===== config.mk =====
export PLATFORM = sky130hd
export DESIGN_NAME = midi_packet_command_mapper_unit
export DESIGN_NICKNAME = d
export VERILOG_FILES = /design/src/sv/mpcm_pkg.sv /design/src/sv/midi_packet_command_mapper_unit.sv /design/src/sv/mpcm_cfg_regs.sv /design/src/sv/mpcm_parser.sv
export SDC_FILE = /design/constraint.sdc
export NUM_CORES = 1
export LEC_CHECK = 0
export ABC_CLOCK_PERIOD_IN_PS = 5390
export BUFFER_PORTS_ARGS = -buffer_cell sky130_fd_sc_hd__buf_2
export CAP_MARGIN = 15
export CORE_MARGIN = 2
export CORE_UTILIZATION = 45
export CTS_CLUSTER_DIAMETER = 30
export CTS_CLUSTER_SIZE = 25
export DETAILED_ROUTE_END_ITERATION = 10
export RECOVER_POWER = 25
export SLEW_MARGIN = 20
export SYNTH_ARGS = -nofsm -noshare
export SYNTH_HDL_FRONTEND = slang
export SYNTH_SLANG_ARGS = --single-unit

===== constraint.sdc =====
create_clock -name clk -period 5.39 [get_ports clk]
set_input_delay 0.2695 -clock clk [delete_from_list [all_inputs] [get_ports clk]]
set_output_delay 0.2695 -clock clk [all_outputs]
set_load 0.02 [all_outputs]

===== src/sv/mpcm_pkg.sv =====
// Shared types, codes and helpers for the MIDI packet command mapper.
package mpcm_pkg;

    localparam int unsigned NOTE_W  = 7;
    localparam int unsigned BYTE_W  = 8;
    localparam int unsigned CFG_IDX_W = 2;

    // configuration register indexes
    localparam logic [CFG_IDX_W-1:0] CFG_TOGGLE_NOTE   = 2'd0;
    localparam logic [CFG_IDX_W-1:0] CFG_PREVIOUS_NOTE = 2'd1;
    localparam logic [CFG_IDX_W-1:0] CFG_NEXT_NOTE     = 2'd2;
    localparam logic [CFG_IDX_W-1:0] CFG_QUICK_BASE    = 2'd3;

    localparam logic [NOTE_W-1:0] TOGGLE_NOTE_RST   = 7'd59;
    localparam logic [NOTE_W-1:0] PREVIOUS_NOTE_RST = 7'd60;
    localparam logic [NOTE_W-1:0] NEXT_NOTE_RST     = 7'd62;
    localparam logic [NOTE_W-1:0] QUICK_BASE_RST    = 7'd70;

    // report kinds
    localparam logic [1:0] KIND_NOTE_ON  = 2'd0;
    localparam logic [1:0] KIND_NOTE_OFF = 2'd1;
    localparam logic [1:0] KIND_CC       = 2'd2;

    // lamp commands
    localparam logic [2:0] CMD_NONE       = 3'd0;
    localparam logic [2:0] CMD_TOGGLE     = 3'd1;
    localparam logic [2:0] CMD_PREV       = 3'd2;
    localparam logic [2:0] CMD_NEXT       = 3'd3;
    localparam logic [2:0] CMD_MODE       = 3'd4;
    localparam logic [2:0] CMD_BRIGHTNESS = 3'd5;

    // status high nibbles and controller numbers
    localparam logic [3:0] ST_NOTE_OFF = 4'h8;
    localparam logic [3:0] ST_NOTE_ON  = 4'h9;
    localparam logic [3:0] ST_CC       = 4'hB;
    localparam logic [NOTE_W-1:0] CC_VOLUME = 7'h07;
    localparam logic [NOTE_W-1:0] CC_PAN    = 7'h0A;

    // 100/127 as a 16-bit fraction, rounded up; exact for 8-bit inputs
    localparam logic [15:0] BRIGHT_RECIP = 16'd51604;

    typedef struct packed {
        logic [7:0] data_byte;
        logic [7:0] lookahead_byte;
        logic       has_lookahead;
        logic       packet_start;
    } in_word_t;

    typedef struct packed {
        logic [1:0] report_kind;
        logic [3:0] channel;
        logic [6:0] number;
        logic [7:0] value;
        logic [2:0] command;
        logic [7:0] command_arg;
    } out_word_t;

    typedef struct packed {
        logic [NOTE_W-1:0] toggle_note;
        logic [NOTE_W-1:0] previous_note;
        logic [NOTE_W-1:0] next_note;
        logic [NOTE_W-1:0] quick_base_note;
    } cfg_t;

    // floor(val * 100 / 127)
    function automatic logic [7:0] bright_arg(input logic [7:0] val);
        logic [23:0] prod;
        prod = {16'd0, val} * {8'd0, BRIGHT_RECIP};
        return prod[23:16];
    endfunction

endpackage


===== src/sv/midi_packet_command_mapper_unit.sv =====
// Top level of the BLE MIDI packet command mapper.
//
// Input channel (in_valid / in_stall / in_word): one packet byte per word,
// with its lookahead byte, a lookahead-present flag and a packet-start flag.
// Output channel (out_valid / out_stall / out_word): note on, note off and
// controller 7/10 reports, each with its lamp command and argument.
// Configuration channel (cfg_valid / cfg_ready / cfg_index / cfg_data):
// toggle, previous, next and quick-mode base notes; cfg_ready is always high.
// Write configuration only while no word is in flight.
// An accepted word is registered in the input register, then parsed into the
// result register, which drives out_valid. One word per cycle is taken while
// out_stall holds no result; the running status and consume flag update as
// each word is parsed, which sets that rate. Words that give no result
// (status, timestamp, value bytes) are absorbed without an output word.
// When out_stall holds a result, the parse stage waits and in_stall rises
// once the input register is full. Reset clears status, flags, valids and
// restores the default note assignments.
module midi_packet_command_mapper_unit (
    input  logic                                clk,
    input  logic                                rst_n,
    input  logic                                in_valid,
    output logic                                in_stall,
    input  mpcm_pkg::in_word_t                  in_word,
    output logic                                out_valid,
    input  logic                                out_stall,
    output mpcm_pkg::out_word_t                 out_word,
    input  logic                                cfg_valid,
    output logic                                cfg_ready,
    input  logic [mpcm_pkg::CFG_IDX_W-1:0]      cfg_index,
    input  logic [mpcm_pkg::NOTE_W-1:0]         cfg_data
);
    import mpcm_pkg::*;

    logic     in_valid_reg, in_valid_next;
    in_word_t in_word_reg;
    logic     advance;
    cfg_t     cfg;

    assign in_stall      = in_valid_reg && !advance;
    assign in_valid_next = in_stall ? in_valid_reg : in_valid;

    always_ff @(posedge clk or negedge rst_n)
    begin
        if (!rst_n)
            in_valid_reg <= 1'b0;
        else
            in_valid_reg <= in_valid_next;
    end

    always_ff @(posedge clk)
    begin
        if (in_valid && !in_stall)
            in_word_reg <= in_word;
    end

    mpcm_cfg_regs u_cfg_regs (
        .clk       (clk),
        .rst_n     (rst_n),
        .cfg_valid (cfg_valid),
        .cfg_ready (cfg_ready),
        .cfg_index (cfg_index),
        .cfg_data  (cfg_data),
        .cfg       (cfg)
    );

    mpcm_parser u_parser (
        .clk        (clk),
        .rst_n      (rst_n),
        .cfg        (cfg),
        .item_valid (in_valid_reg),
        .item       (in_word_reg),
        .advance    (advance),
        .out_valid  (out_valid),
        .out_stall  (out_stall),
        .out_word   (out_word)
    );

endmodule


===== src/sv/mpcm_cfg_regs.sv =====
// Configuration registers: note assignments for the lamp commands.
module mpcm_cfg_regs (
    input  logic                                clk,
    input  logic                                rst_n,
    input  logic                                cfg_valid,
    output logic                                cfg_ready,
    input  logic [mpcm_pkg::CFG_IDX_W-1:0]      cfg_index,
    input  logic [mpcm_pkg::NOTE_W-1:0]         cfg_data,
    output mpcm_pkg::cfg_t                      cfg
);
    import mpcm_pkg::*;

    cfg_t cfg_reg;
    cfg_t cfg_next;

    assign cfg_ready = 1'b1;
    assign cfg       = cfg_reg;

    always_comb
    begin
        cfg_next = cfg_reg;
        if (cfg_valid && cfg_ready)
        begin
            unique case (cfg_index)
                CFG_TOGGLE_NOTE:   cfg_next.toggle_note     = cfg_data;
                CFG_PREVIOUS_NOTE: cfg_next.previous_note   = cfg_data;
                CFG_NEXT_NOTE:     cfg_next.next_note       = cfg_data;
                CFG_QUICK_BASE:    cfg_next.quick_base_note = cfg_data;
                default:           cfg_next = cfg_reg;
            endcase
        end
    end

    always_ff @(posedge clk or negedge rst_n)
    begin
        if (!rst_n)
        begin
            cfg_reg.toggle_note     <= TOGGLE_NOTE_RST;
            cfg_reg.previous_note   <= PREVIOUS_NOTE_RST;
            cfg_reg.next_note       <= NEXT_NOTE_RST;
            cfg_reg.quick_base_note <= QUICK_BASE_RST;
        end
        else
        begin
            cfg_reg <= cfg_next;
        end
    end

endmodule


===== src/sv/mpcm_parser.sv =====
// Parse stage: running status, consume flag and the result register.
module mpcm_parser (
    input  logic                  clk,
    input  logic                  rst_n,
    input  mpcm_pkg::cfg_t        cfg,
    input  logic                  item_valid,
    input  mpcm_pkg::in_word_t    item,
    output logic                  advance,
    output logic                  out_valid,
    input  logic                  out_stall,
    output mpcm_pkg::out_word_t   out_word
);
    import mpcm_pkg::*;

    logic [7:0] status_reg, status_next;
    logic       consume_reg, consume_next;
    logic       res_valid_reg, res_valid_next;
    out_word_t  res_word_reg;

    logic       fire;
    logic       has_result;
    out_word_t  res;
    logic [7:0] status_cur;
    logic       consume_cur;
    logic [7:0] val;
    logic [6:0] note;
    logic [7:0] quick_end;
    logic [3:0] quick_off;
    logic       b_hi;

    // the output register frees up this cycle, or is already empty
    assign advance   = !res_valid_reg || !out_stall;
    assign fire      = item_valid && advance;
    assign out_valid = res_valid_reg;
    assign out_word  = res_word_reg;

    always_comb
    begin
        status_cur  = item.packet_start ? 8'd0 : status_reg;
        consume_cur = item.packet_start ? 1'b0 : consume_reg;
        val         = item.has_lookahead ? item.lookahead_byte : 8'd0;
        note        = item.data_byte[6:0];
        b_hi        = item.data_byte[7];
        quick_end   = {1'b0, cfg.quick_base_note} + 8'd8;
        // only needed inside the quick range, where the offset is 0..7
        quick_off   = note[3:0] - cfg.quick_base_note[3:0];

        status_next = status_cur;
        consume_next = consume_cur;
        has_result  = 1'b0;
        res.report_kind = KIND_NOTE_OFF;
        res.channel     = status_cur[3:0];
        res.number      = note;
        res.value       = val;
        res.command     = CMD_NONE;
        res.command_arg = 8'd0;

        priority if (consume_cur)
        begin
            consume_next = 1'b0;
        end
        else if (b_hi && item.has_lookahead && item.lookahead_byte[7])
        begin
            // timestamp byte: skipped
        end
        else if (b_hi)
        begin
            status_next = item.data_byte;
        end
        else if (status_cur == 8'd0)
        begin
            // data byte with no status
        end
        else if (status_cur[7:4] == ST_NOTE_OFF || status_cur[7:4] == ST_NOTE_ON)
        begin
            has_result   = 1'b1;
            status_next  = 8'd0;
            consume_next = item.has_lookahead;
            if (status_cur[7:4] == ST_NOTE_ON && val != 8'd0)
            begin
                res.report_kind = KIND_NOTE_ON;
                priority if (note == cfg.toggle_note)
                    res.command = CMD_TOGGLE;
                else if (note == cfg.previous_note)
                    res.command = CMD_PREV;
                else if (note == cfg.next_note)
                    res.command = CMD_NEXT;
                else if (note >= cfg.quick_base_note && {1'b0, note} < quick_end)
                begin
                    res.command     = CMD_MODE;
                    res.command_arg = {4'd0, quick_off + 4'd1};
                end
                else
                    res.command = CMD_NONE;
            end
        end
        else if (status_cur[7:4] == ST_CC && (note == CC_VOLUME || note == CC_PAN) && !b_hi)
        begin
            has_result      = 1'b1;
            status_next     = 8'd0;
            consume_next    = item.has_lookahead;
            res.report_kind = KIND_CC;
            res.channel     = 4'd0;
            if (note == CC_VOLUME)
            begin
                res.command     = CMD_BRIGHTNESS;
                res.command_arg = bright_arg(val);
            end
        end
        else
        begin
            status_next = 8'd0;
        end
    end

    always_comb
    begin
        res_valid_next = res_valid_reg;
        if (advance)
            res_valid_next = fire && has_result;
    end

    always_ff @(posedge clk or negedge rst_n)
    begin
        if (!rst_n)
        begin
            status_reg    <= 8'd0;
            consume_reg   <= 1'b0;
            res_valid_reg <= 1'b0;
        end
        else
        begin
            res_valid_reg <= res_valid_next;
            if (fire)
            begin
                status_reg  <= status_next;
                consume_reg <= consume_next;
            end
        end
    end

    always_ff @(posedge clk)
    begin
        if (fire && has_result)
            res_word_reg <= res;
    end

endmodule


# After elaboration in Yosys (flattened, before gate mapping)
# Index checks and enable logic that the tools add are counted.
[word_totals]
regBits = 89
in_bits = 32
output_inout_bits = 35
[classes]
add_sub_neg = 3
multipliers = 1
magnitude_cmp = 2
eq_ne = 11
mux = 39
reduce_logical = 26
[op_table]
columns = ["op", "count"]
rows = [
  ["$mux 8", 9],
  ["$mux 11", 4],
  ["$mux 4", 6],
  ["$mul 8x14->22 const B", 1],
  ["$eq 7x7->1", 3],
  ["$mux 1", 14],
  ["$eq 4x4->1 const B", 3],
  ["$mux 3", 4],
  ["$logic_and 1x1->1", 10],
  ["$add 7x4->8 const B", 1],
  ["$logic_not 8->1", 1],
  ["$lt 7x8->1", 1],
  ["$reduce_and 2->1", 4],
  ["$reduce_bool 8->1", 1],
  ["$eq 7x3->1 const B", 1],
  ["$eq 7x4->1 const B", 1],
  ["$ge 7x7->1", 1],
  ["$mux 6", 1],
  ["$logic_not 1->1", 5],
  ["$add 4x1->4 const B", 1],
  ["$eq 2x2->1 const B", 2],
  ["$reduce_or 4->1", 1],
  ["$sub 4x4->4", 1],
  ["$logic_or 1x1->1", 3],
  ["3 further kinds", 3],
]

# Depth between registers and ports, before layout
# Gate-level depths: netlist of run 1.
[depth]
depth_word = 11
mapped_depth = 17
ltp_nobuf = 16

# By module
# From an unflattened synthesis of run 1, not the netlist that was laid out.
[unflattened]
cells_unflattened = 475
area_unflattened_um2 = 5686.7
[modules_own_cells]
columns = ["mod", "n_inst", "cells_per_inst", "area_each_um2", "seq_area_each_um2"]
rows = [
  ["mpcm_parser", 1, 390, 3988.8, 1211.2],
  ["mpcm_cfg_regs", 1, 62, 1099.8, 721.9],
  ["midi_packet_command_mapper_unit", 1, 23, 598.1, 565.5],
]

# Worst setup path before layout of run 1
# OpenSTA, ideal clock, no wires.
[synth_path]
kind = "register to register"
startpoint = "register in_word_reg[1] in the netlist's numbering"
endpoint = "register u_parser.res_word_reg (netlist bit u_parser.out_word[7]), data pin"
setup_time_ns = 0.146
t_arrival_ns = 3.967
required_ns = 5.244
slack_ns = 1.277
stages_incl_launch_ff = 18
path_buffers = 1
period_less_slack_ns = 4.113
cell_sequence = "edfxtp_1 clkbuf_1 nand2_1 inv_1 ha_1 ha_1 inv_1 fa_1 inv_1 fa_1 ha_1 a21oi_1 o21ai_1 a211oi_1 o22ai_1 o211a_1 or3_1 a21oi_1"
[synth_lines]
columns = ["element", "line", "text"]
rows = [
  ["from (decl)", "midi_packet_command_mapper_unit.sv:35", "in_word_t in_word_reg;"],
  ["from (signal assigned)", "midi_packet_command_mapper_unit.sv:53", "in_word_reg <= in_word;"],
  ["to (signal assigned)", "mpcm_parser.sv:145", "res_word_reg <= res;"],
  ["to (decl)", "mpcm_parser.sv:18", "out_word_t res_word_reg;"],
]

==> results of run 1 <==
report_power, final:
part / switching (mW) / internal, mW
registers: 0.0564 / 0.798
clock network: 0.248 / 0.336
logic: 0.230 / 0.202
total: 0.535 / 1.34
per-stage QoR:
step            util  worst slack, ns  std cells
2_1_floorplan      -             1.28        473
3_3_place_gp   0.505             1.09        694
3_5_place_dp   0.505            0.985        694
4_1_cts        0.527            0.943        710
5_1_grt        0.528            0.570        710
6_report       0.528            0.878        710
final timing paths:
check                      cells after the start  slack, ns                          start                            endpoint
max in group asynchronous                      1       3.64                          rst_n      u_cfg_regs.cfg[15]$_DFFE_PN0P_
setup / recovery                              16       0.88       in_word_reg[1]$_DFFE_PP_  u_parser.out_word[7]$_SDFFCE_PP0P_
hold / removal                                 1        0.1                     in_word[7]            in_word_reg[7]$_DFFE_PP_
hold reg to reg                                1       0.53  u_cfg_regs.cfg[7]$_DFFE_PN0P_       u_cfg_regs.cfg[7]$_DFFE_PN0P_
min in group asynchronous                      1       0.53                          rst_n  u_parser.status_reg[7]$_DFFE_PN0P_
setup reg to reg                              16       0.88       in_word_reg[1]$_DFFE_PP_  u_parser.out_word[7]$_SDFFCE_PP0P_
synthesized netlist by cell type, types with 2 or more instances:
| library cell | n |
|---|---|
| nor2_1 | 15 |
| nand2_1 | 24 |
| ha_1 | 66 |
| inv_1 | 52 |
| and2_1 | 11 |
| dfstp_2 | 17 |
| xnor2_1 | 12 |
| nand3_1 | 9 |
| nand3b_1 | 4 |
| o211ai_1 | 2 |
| xor2_1 | 17 |
| nand4_1 | 6 |
| and3_1 | 3 |
| a21oi_1 | 16 |
| a22o_1 | 5 |
| nand2b_1 | 7 |
| nor3b_1 | 3 |
| dfrtp_1 | 22 |
| a21o_1 | 7 |
| o21a_1 | 2 |
| nor4_1 | 5 |
| o31ai_1 | 4 |
| o21ai_1 | 2 |
| o21ai_0 | 14 |
| fa_1 | 18 |
| edfxtp_1 | 50 |
| nor3_1 | 8 |
| buf_2 | 5 |
| a31oi_1 | 3 |
| clkbuf_1 | 7 |
| a211oi_1 | 4 |
| mux2_2 | 28 |
cells by family after synthesis:
family	Yosys count	synth area share
DFF	89	0.446
other	1	0.000670
adders and majority gates	84	0.212
muxes	29	0.0581
and+or+nand+nor	107	0.106
xor gates and xnor gates	29	0.0454
AOI/OAI and AO/OA	69	0.0861
buffers and inverters	65	0.0454
worst max-delay path, cell delays in order (launching register included):
cell      delay [ns]
edfxtp_1        0.58
nand2_1         0.15
inv_1           0.23
ha_1            0.28
ha_1            0.28
inv_1           0.07
fa_1            0.42
inv_1           0.09
fa_1            0.43
ha_1            0.33
a21oi_1         0.17
o21ai_1         0.10
a211oi_1        0.33
o22ai_1         0.15
o211a_1         0.23
or3_1           0.34
a21oi_1         0.16
cell type report:
type                            instances  area, sq um
Clock buffer                           13          260
Clock inverter                          3         15.0
Fill cell                            1068         5700
Inverter                               52          195
Multi-Input combinational cell        319         2850
Sequential cell                        89         2500
Tap cell                              168          210
Timing Repair Buffer                   66          332
layout by cell type (no fill, tap or decap), drive strengths merged, types with 2 or more instances in the layout:
master  count
ha         66
buf        65
inv        53
edfxtp     50
mux2       28
nand2      25
dfrtp      22
fa         18
xor2       17
dfstp      17
a21oi      16
o21ai      16
nor2       15
clkbuf     14
xnor2      12
and2       11
nand3      10
nor3        8
nand2b      7
a21o        7
nand4       6
nor4        6
a22o        5
nand3b      4
a211oi      4
o31ai       4
and3        3
a31oi       3
nor3b       3
o211ai      2
o21a        2
nor4b       2
clkinv      2
layer usage:
layer | wire length [microns] | GRT usage
met1 | 5750 | 0.278
met2 | 5980 | 0.323
met3 | 636 | 0.0387
met4 | 176 | 0.0651
met5 | 0 | 0
==> summary.txt, run 1 <==
Logic synthesis
  • Dominant cells by area after synthesis: edfxtp_1, ha_1, dfrtp_1, dfstp_2, fa_1
  • Register bit total from synthesis: 89
  • Cell taking the most area after synthesis: edfxtp_1
  • Most common flop cell mapped by yosys: edfxtp_1
  • Post-synth EDFFs: 50
  • Syn Area/Cell: 11.8 sq um
  • Register area share after synthesis: 0.446
  • Fraction of registers with async set/reset: 0.438
  • Yosys synthesis warning count: 0
  • Share of the synthesized area in the top cell type: 0.268
  • Syn Std Cell Area: 5600 sq um
  • Synthesized instance count: 473
  • Synth Net Count: 589
  • Synth cell types: 57

Timing
  • TNS Setup: 0 ns
  • Slew @ Worst Pin: 2.11 ns
  • Setup Viol. Count Final: 0
  • Clock Skew: 0.00519 ns
  • RSZ-0062 raised after global routing: no
  • Post-layout min period: 4.51 ns
  • Fmax: 0.222 GHz
  • Slew Viols, Final: 40
  • Hold Worst Slack: 0.0973 ns
  • Post-route clock period utilization: 0.837
  • Relative slew slack: -0.407
  • Hold Fails Final Rpt: 0

Floorplanning
  • Die area: 13300 sq um
  • Site Rows: 40
  • Die H: 116 microns
  • Core area: 12100 sq um
  • Initial Util: 0.464
  • I/O pins: 67
  • Die Wd: between 100 and 150 microns

Detailed routing
  • Antenna-violating nets left: 0
  • Initial DRC count: roughly 110
  • Final WL: 12.5 mm
  • Vias per cell: 5.31
  • Routed len/inst: 17.7 microns
  • DR pass1 iterations: 4
  • Vias post-DR: 3768
  • DRC violations left: 0

Setup path
  • Worst EP arrival: 4.70 ns
  • Critical path startpoint category: flip-flop
  • Crit end category: flip-flop
  • Critical Path RT: approximately 5.6 ns
  • Max Fanout on Critical Path: 15
  • Setup CP Type: flip-flop to flip-flop

Hold path
  • Worst Hold Class: primary input to flip-flop

Clock network
  • H-tree lvl count: 3
  • Clk sink count: a little under 90
  • Clock-pin slew on the worst setup and hold paths: 0.06 ns
  • PostCTS Resize Cnt: 0
  • Setup Buffers After CTS: 0
  • TritonCTS clock tree: done
  • Hold buffer count at cts: 0
  • Total CTS buffers: 9
  • Clk Latency, worst-skew pair: 0.34 ns
  • Clock root buffer: clkbuf_16
  • Longest Clk Path Bufs: 2

Global route
  • GRT Total Usage: 0.202
  • First-pass GRT wire length: 20.1 mm
  • GRT overflow: 0
  • Pin count of the biggest net entering global routing: 40
  • Initial antenna violation count: 0
  • Vias in the first global route: 3816

Layout
  • Max reg flops: 32
  • Fin nets: 653
  • Diode count: 0
  • Syn-to-layout area delta: 13.7%
  • Design Area, Final: between 6000 and 7000 sq um
  • Layout cell share with drive strength beyond 1: 0.244

Power
  • Cell Pwr Density: roughly 300 nW/um^2
  • Leakage power: 2.97 nW
  • Design Power: 1.87 mW
  • Max IR drop VDD: 0.226 mV

Placed design
  • PortBufs: 65
  • Placed Area: 6090 sq um
  • Dpl hpwl: 9.77 mm
  • GPL Wtd Cong: 0.865

Status
  • Status: complete, but fails checks
  • Failing checks: capacitance limit, slew limit

Job
  • Max Cap Viol: 1
Note: power is estimated with default switching activity, not from simulation.
==> run 2, diff against run 1 <==
--- a/config.mk
+++ b/config.mk
@@ -5,7 +5,7 @@
 export SDC_FILE = /design/constraint.sdc
 export NUM_CORES = 1
 export LEC_CHECK = 0
-export ABC_CLOCK_PERIOD_IN_PS = 5390
+export ABC_CLOCK_PERIOD_IN_PS = 4200
 export BUFFER_PORTS_ARGS = -buffer_cell sky130_fd_sc_hd__buf_2
 export CAP_MARGIN = 15
 export CORE_MARGIN = 2
==> constraint.sdc (replaced) <==
create_clock -name clk -period 4.2 [get_ports clk]
set_input_delay 0.21 -clock clk [delete_from_list [all_inputs] [get_ports clk]]
set_output_delay 0.21 -clock clk [all_outputs]
set_load 0.02 [all_outputs]
==> summary.txt, run 2 (synthesis gave the netlist of run 1 again) <==
Power
  • Max IR drop VDD: 0.304 mV (+34%)
  • Clock power share: 0.302 (-0.010)
  • Design Power: 2.48 mW (+33%)
  • Sw Share: 0.301 (+0.0155)
  • Int Pwr: 1.73 mW (+30%)
  • Leakage power: 3.06 nW (+3.1%)
  • P_sw: 749 uW (+40%)
  • Cell Pwr Density: 371 nW/um^2 (+26%)
  • Combinational group share of total power: 0.257 (+0.026)
  • Sequential share of power: 0.441 (-0.016)

Timing
  • Slew Viols, Final: 0 (-100%)
  • Post-route clock period utilization: 0.980 (+0.143)
  • Hold Fails Final Rpt: 0 (unchanged)
  • RSZ-0062 raised after global routing: yes
  • Setup Viol. Count Final: 0 (unchanged)
  • Fmax: 0.243 GHz (+9.6%)
  • Post-layout min period: 4.12 ns (-0.394 ns)
  • Clock Skew: 0.00595 ns (+0.000761 ns)
  • Slew @ Worst Pin: 1.15 ns (-0.961 ns)
  • Relative slew slack: 0.232 (+0.639)
  • Hold Worst Slack: 0.0329 ns (-0.0645 ns)
  • PnR worst setup slack: 0.0820 ns (-0.796 ns)

Global route
  • Vias in the first global route: 4004 (+4.9%)
  • First-pass GRT wire length: 20.6 mm (+2.5%)
  • Initial antenna violation count: 0 (unchanged)
  • GRT overflow: 0 (unchanged)
  • Pin count of the biggest net entering global routing: 40 (unchanged)
  • GRT Total Usage: 0.205 (+0.00344)

Setup path
  • Worst EP arrival: 4.32 ns (-0.38 ns)
  • Setup CP Type: flip-flop to flip-flop
  • CP endpoint: u_parser.out_word[7]$_SDFFCE_PP0P_
  • Flop2flop setup slack: 0.08 ns (-0.80 ns)
  • Critical path startpoint category: flip-flop
  • Critical Path RT: 4.41 ns (-1.17 ns)
  • Cells on worst reg2reg path: 15 (-1)
  • Reg-to-Reg Start: in_word_reg[1]$_DFFE_PP_
  • Crit Reg-Reg Endpoint: u_parser.out_word[7]$_SDFFCE_PP0P_
  • Crit end category: flip-flop
  • Worst Setup SP: in_word_reg[1]$_DFFE_PP_
  • Max Fanout on Critical Path: 7 (-8)

Layout
  • Multi-input logic area: 3030 sq um (+6.0%)
  • Most common cell after layout, fill and taps aside: buf_2
  • Most frequent cells in the layout: buf_2, ha_1, edfxtp_1, inv_1, mux2_2
  • Syn-to-layout area delta: 19.5%
  • Register area: 2500 sq um (unchanged)
  • Fin nets: 672 (+2.9%)
  • Layout cell share with drive strength beyond 1: 0.326 (+0.0827)
  • Max reg flops: 32 (unchanged)
  • Design Area, Final: 6690 sq um (+5.1%)
  • Filler instances: 1041 (-2.5%)
  • Diode count: 0 (unchanged)

Clock network
  • Clock-pin slew on the worst setup and hold paths: 0.07 ns (about the same)
  • Clk sink count: 89 (unchanged)
  • TritonCTS clock tree: done
  • Longest Clk Path Bufs: 2 (unchanged)
  • Clk Latency, worst-skew pair: 0.35 ns (about the same)
  • H-tree lvl count: 3 (unchanged)
  • Total CTS buffers: 9 (unchanged)
  • Clock root buffer: clkbuf_16

Placed design
  • Dpl hpwl: 9.69 mm (-0.76%)
  • Pre-CTS setup slack: -0.125 ns (-1.11 ns)
  • GPL Wtd Cong: 0.864 (-0.13%)
  • PortBufs: 65 (unchanged)
  • Placed Area: 6210 sq um (+2.0%)

Floorplanning
  • Die area: 13300 sq um (unchanged)
  • Die Wd: 116 microns (unchanged)
  • Initial Util: 0.464 (unchanged)
  • Core area: 12100 sq um (unchanged)
  • I/O pins: 67 (unchanged)
  • Die H: 116 microns (unchanged)
  • Site Rows: 40 (unchanged)

Detailed routing
  • Routed len/inst: 17.4 microns (-1.3%)
  • DRC violations left: 0 (unchanged)
  • Vias post-DR: 3840 (+1.9%)
  • Initial DRC count: 167 (+58%)
  • Vias per cell: 5.27 (-0.75%)
  • DR pass1 iterations: 4 (unchanged)
  • Antenna-violating nets left: 0 (unchanged)
  • Final WL: 12.7 mm (+1.4%)

Hold path
  • Worst Hold Class: primary input to flip-flop

Status
  • Status: finished, final reports clean

Job
  • Max Cap Viol: 0 (-1)
-- run 2: cell count changes in the layout (fill, tap and decap cells not counted), moves of 4 or more --
cell,delta
a21oi_2,+4
ha_4,+7
buf_4,+17
a21oi_1,-4
ha_1,-9
-- run 2: critical path: stages (launching register included) --
cell and delay (ns):
edfxtp_1 0.52, and2_4 0.21, inv_2 0.04, ha_1 0.28, inv_2 0.04, fa_1 0.50, fa_1 0.60, ha_4 0.22
ha_4 0.25, a21oi_2 0.10, o21ai_1 0.09, a211oi_2 0.25, o22ai_2 0.14, o211a_1 0.25, or3_4 0.37, a21oi_2 0.12
-- run 2: final cells by class --
cell class / instances / share of cell area
clock buffers: 9 / 0.0337
multi-input cells: 319 / 0.453
clock inverters: 7 / 0.00786
inverters: 52 / 0.0292
flip-flops and latches: 89 / 0.374
repair buffers: 85 / 0.0717
well taps: 168 / 0.0314
-- run 2: metrics by stage --
step | setup TNS, ns | cells | utilization
2_1_floorplan | 0 | 473 | -
3_3_place_gp | 0 | 710 | 0.515
3_5_place_dp | -0.368 | 710 | 0.515
4_1_cts | 0 | 729 | 0.540
5_1_grt | -0.133 | 729 | 0.554
6_report | 0 | 729 | 0.554
-- run 2: power by group through the flow --
stage	sequential (mW)	clock (mW)	combinational (mW)
floorplan	1.09	0	0.424
global placement	1.11	0	0.559
detailed placement	1.11	0	0.575
CTS	1.09	0.773	0.586
global route	1.11	0.804	0.723
finish	1.10	0.751	0.637
-- run 2: repair_timing --
action	CTS	global route
endpoints found under the setup margin	6	7
endpoints found under the hold margin	22	0
pin swaps	0	20
hold buffers	1	0
setup buffers	2	0
gates resized for setup	2	38
-- run 2: worst min-delay path by stage --
stage	start	endpoint	slack, ns	depth (start not counted)
floorplan	rst_n	in_valid_reg$_DFFE_PN0N_	-0.09	0
global placement	rst_n	u_parser.status_reg[0]$_DFFE_PN0P_	0.36	1
detailed placement	rst_n	u_parser.status_reg[2]$_DFFE_PN0P_	0.36	1
CTS	in_word[9]	in_word_reg[9]$_DFFE_PP_	0.02	1
global route	in_word[9]	in_word_reg[9]$_DFFE_PP_	0.02	1
finish	in_word[9]	in_word_reg[9]$_DFFE_PP_	0.03	1
-- run 2: layer usage --
layer  vias up  GRT usage  part of all wire
met1      1882      0.283              0.48
met5         -          0                 0
met3        22     0.0382             0.032
met2        89      0.326              0.47
li1       1847          -                 -
met4         0     0.0731             0.023
==> run 3, diff against run 2 <==
--- a/config.mk
+++ b/config.mk
@@ -5,6 +5,7 @@
 export SDC_FILE = /design/constraint.sdc
 export NUM_CORES = 1
 export LEC_CHECK = 0
+export ABC_AREA = 1
 export ABC_CLOCK_PERIOD_IN_PS = 4200
 export BUFFER_PORTS_ARGS = -buffer_cell sky130_fd_sc_hd__buf_2
 export CAP_MARGIN = 15
@@ -13,8 +14,9 @@
 export CTS_CLUSTER_DIAMETER = 30
 export CTS_CLUSTER_SIZE = 25
 export DETAILED_ROUTE_END_ITERATION = 10
+export GPL_TIMING_DRIVEN = 0
 export RECOVER_POWER = 25
-export SLEW_MARGIN = 20
+export SLEW_MARGIN = 40
 export SYNTH_ARGS = -nofsm -noshare
 export SYNTH_HDL_FRONTEND = slang
 export SYNTH_SLANG_ARGS = --single-unit
==> summary.txt, run 3 <==
Detailed routing
  • Vias post-DR: 4643 (+21%)
  • Routed len/inst: 14.2 microns (-19%)
  • DR pass1 iterations: 4 (unchanged)
  • DRC violations left: 0 (unchanged)
  • Antenna-violating nets left: 0 (unchanged)
  • Final WL: 13.4 mm (+5.3%)
  • Initial DRC count: 296 (+77%)
  • Vias per cell: 4.91 (-6.7%)

Clock network
  • TritonCTS clock tree: done
  • Clk Latency, worst-skew pair: 0.34 ns (about the same)
  • Longest Clk Path Bufs: 2 (unchanged)
  • H-tree lvl count: 3 (unchanged)
  • Clk sink count: 89 (unchanged)
  • Clock root buffer: clkbuf_16
  • Total CTS buffers: 9 (unchanged)
  • Clock-pin slew on the worst setup and hold paths: 0.06 ns (about the same)

Floorplanning
  • Die Wd: 120 microns (+3.8%)
  • Site Rows: 42 (+5.0%)
  • I/O pins: 67 (unchanged)
  • Die area: 14400 sq um (+7.7%)
  • Core area: 13200 sq um (+9.4%)
  • Die H: 120 microns (+3.8%)
  • Initial Util: 0.458 (-0.00584)

Power
  • Cell Pwr Density: 357 nW/um^2 (-3.8%)
  • Max IR drop VDD: 0.203 mV (-33%)
  • Leakage power: 3.46 nW (+13%)
  • Design Power: 2.45 mW (-1.3%)

Timing
  • Relative slew slack: -0.417 (-0.649)
  • Fmax: 0.252 GHz (+3.8%)
  • Post-route clock period utilization: 0.945 (-0.0359)
  • Slew @ Worst Pin: 2.13 ns (+0.976 ns)
  • Setup Viol. Count Final: 0 (unchanged)
  • PnR worst setup slack: 0.233 ns (+0.151 ns)
  • Slew Viols, Final: 40 (+40)
  • Hold Fails Final Rpt: 0 (unchanged)
  • Post-layout min period: 3.97 ns (-0.151 ns)
  • Clock Skew: 0.00768 ns (+0.00174 ns)

Logic synthesis
  • Top post-synthesis cells by count: nand2_1, inv_1, ha_1
  • Most common flop cell mapped by yosys: edfxtp_1
  • Register bit total from synthesis: 89 (unchanged)
  • Synth cell types: 41 (-28%)
  • Yosys synthesis warning count: 0 (unchanged)
  • Synth Net Count: 804 (+37%)
  • Syn Std Cell Area: 6040 sq um (+8.0%)
  • Share of the synthesized area in the top cell type: 0.248 (-0.0198)
  • Syn Area/Cell: 8.78 sq um (-26%)
  • Post-synth EDFFs: 50 (unchanged)
  • Most frequent cell after synthesis: nand2_1
  • Dominant cells by area after synthesis: edfxtp_1, ha_1, nand2_1, dfrtp_1, dfstp_2
  • Synthesized instance count: 688 (+45%)
  • Register area share after synthesis: 0.413 (-0.0330)
  • Fraction of registers with async set/reset: 0.438 (unchanged)
  • Cell taking the most area after synthesis: edfxtp_1

Layout
  • Diode count: 0 (unchanged)
  • Util after Layout: 0.520 (-0.0342)
  • Most frequent cells in the layout: nand2_1, inv_1, ha_1, buf_2, edfxtp_1
  • Fin nets: 881 (+31%)
  • Syn-to-layout area delta: 13.6%
  • Non-Filler Instances: 945 (+30%)
  • Multi-input logic area: 3050 sq um (+0.87%)
  • Layout cell share with drive strength beyond 1: 0.156 (-0.170)
  • Design Area, Final: 6860 sq um (+2.6%)
  • Max reg flops: 32 (unchanged)
  • Filler instances: 1249 (+20%)
  • Register area: 2500 sq um (unchanged)
  • Most common cell after layout, fill and taps aside: nand2_1

Setup path
  • Crit end category: flip-flop
  • Worst EP arrival: 4.07 ns (-0.25 ns)
  • Setup CP Type: flip-flop to flip-flop
  • Cells on worst reg2reg path: 20 (+5)
  • Critical Path RT: 4.30 ns (-0.11 ns)
  • Critical path startpoint category: flip-flop
  • Worst Setup SP: in_word_reg[1]$_DFFE_PP_
  • Reg-to-Reg Start: in_word_reg[1]$_DFFE_PP_
  • Flop2flop setup slack: 0.23 ns (+0.15 ns)
  • Max Fanout on Critical Path: 9 (+2)
  • Crit Reg-Reg Endpoint: u_parser.out_word[7]$_SDFFCE_PP0P_

Status
  • Failing checks: capacitance limit, slew limit
  • Status: complete, but fails checks

Global route
  • Vias in the first global route: 4589 (+15%)
  • First-pass GRT wire length: 21.9 mm (+6.4%)
  • GRT overflow: 0 (unchanged)
  • Initial antenna violation count: 0 (unchanged)
  • GRT Total Usage: 0.197 (-0.00862)
  • Pin count of the biggest net entering global routing: 40 (unchanged)

Job
  • Max Cap Viol: 1 (+1)

Placed design
  • Placed Area: 6590 sq um (+6.2%)
  • GPL Wtd Cong: 0.885 (+2.5%)
  • Pre-CTS setup slack: 0.202 ns (+0.327 ns)
  • Cell count after placement: 929 (+31%)
  • PortBufs: 65 (unchanged)
  • Dpl hpwl: 10.7 mm (+10%)

Hold path
  • Hold Path End: in_word_reg[4]$_DFFE_PP_
  • Worst Hold Class: primary input to flip-flop
  • HP Start: in_word[4]
  • Worst hold stages: 1 (unchanged)
-- run 3: cells by family (layout without fill, tap and decap cells) --
family / Yosys count / in the layout / share of synthesized area
xor gates and xnor gates: 17 / 17 / 0.0246
buffers and inverters: 129 / 210 / 0.0843
adders and majority gates: 84 / 84 / 0.196
DFF: 89 / 89 / 0.413
AOI/OAI and AO/OA: 88 / 88 / 0.0797
other: 1 / 1 / 0.000621
and+or+nand+nor: 280 / 280 / 0.201
-- run 3: worst max-delay path by stage --
stage,end,cells past startpoint
final,u_parser.out_word[7]$_SDFFCE_PP0P_,20
after global routing,u_parser.out_word[7]$_SDFFCE_PP0P_,20
after CTS,u_parser.out_word[7]$_SDFFCE_PP0P_,20
after detailed placement,u_parser.out_word[7]$_SDFFCE_PP0P_,20
after global placement,u_parser.out_word[7]$_SDFFCE_PP0P_,20
after floorplan,u_parser.out_word[7]$_SDFFCE_PP0P_,20
-- run 3: critical path: stages, from the launching register on --
cell and delay, ns:
edfxtp_1 0.38, buf_6 0.16, nand2_4 0.10, inv_4 0.06, ha_1 0.27, inv_1 0.06
fa_1 0.44, fa_2 0.40, fa_1 0.54, ha_4 0.32, nand2_1 0.09, nor2_2 0.14
inv_1 0.08, nor3_1 0.13, nand2_1 0.12, nand2_1 0.12, nand2_1 0.06, nand2_1 0.07
nand2_1 0.05, nand2_1 0.07, nor2_1 0.04
-- run 3: routing by layer --
metal | vias to the layer above | track usage | part of all wire
li1 | 2385 | - | -
met3 | 16 | 0.0375 | 0.037
met2 | 88 | 0.349 | 0.51
met1 | 2154 | 0.240 | 0.43
met5 | - | 0 | 0
met4 | 0 | 0.0654 | 0.021
-- run 3: metrics by stage --
stage | hold WS, ns | TNS (ns)
after floorplan | -0.0856 | 0
after global placement | 0.371 | 0
after detailed placement | 0.217 | 0
after CTS | 0.0267 | 0
after global routing | 0.0237 | -0.0191
final | 0.0396 | 0
-- run 3: repair_timing --
| action | CTS | global route |
|---|---|---|
| setup endpoints to repair | 0 | 3 |
| hold endpoints to repair | 22 | 0 |
| gates resized for setup | 0 | 3 |
| hold buffers | 1 | 0 |
| buffers inserted | 0 | 0 |
-- run 3: where the power goes --
part	internal, mW	switching [mW]
Sequential	1.01	0.0554
Combinational	0.255	0.413
Clock	0.399	0.314
Total	1.67	0.782
-- run 3: final cells by class --
| cell class | instances | share of cell area |
|---|---|---|
| clock buffers | 14 | 0.0356 |
| flip-flops and latches | 89 | 0.364 |
| plain buffers | 9 | 0.00784 |
| inverters | 120 | 0.0664 |
| clock inverters | 1 | 0.000912 |
| well taps | 176 | 0.0321 |
| repair buffers | 66 | 0.0483 |
| multi-input cells | 470 | 0.445 |
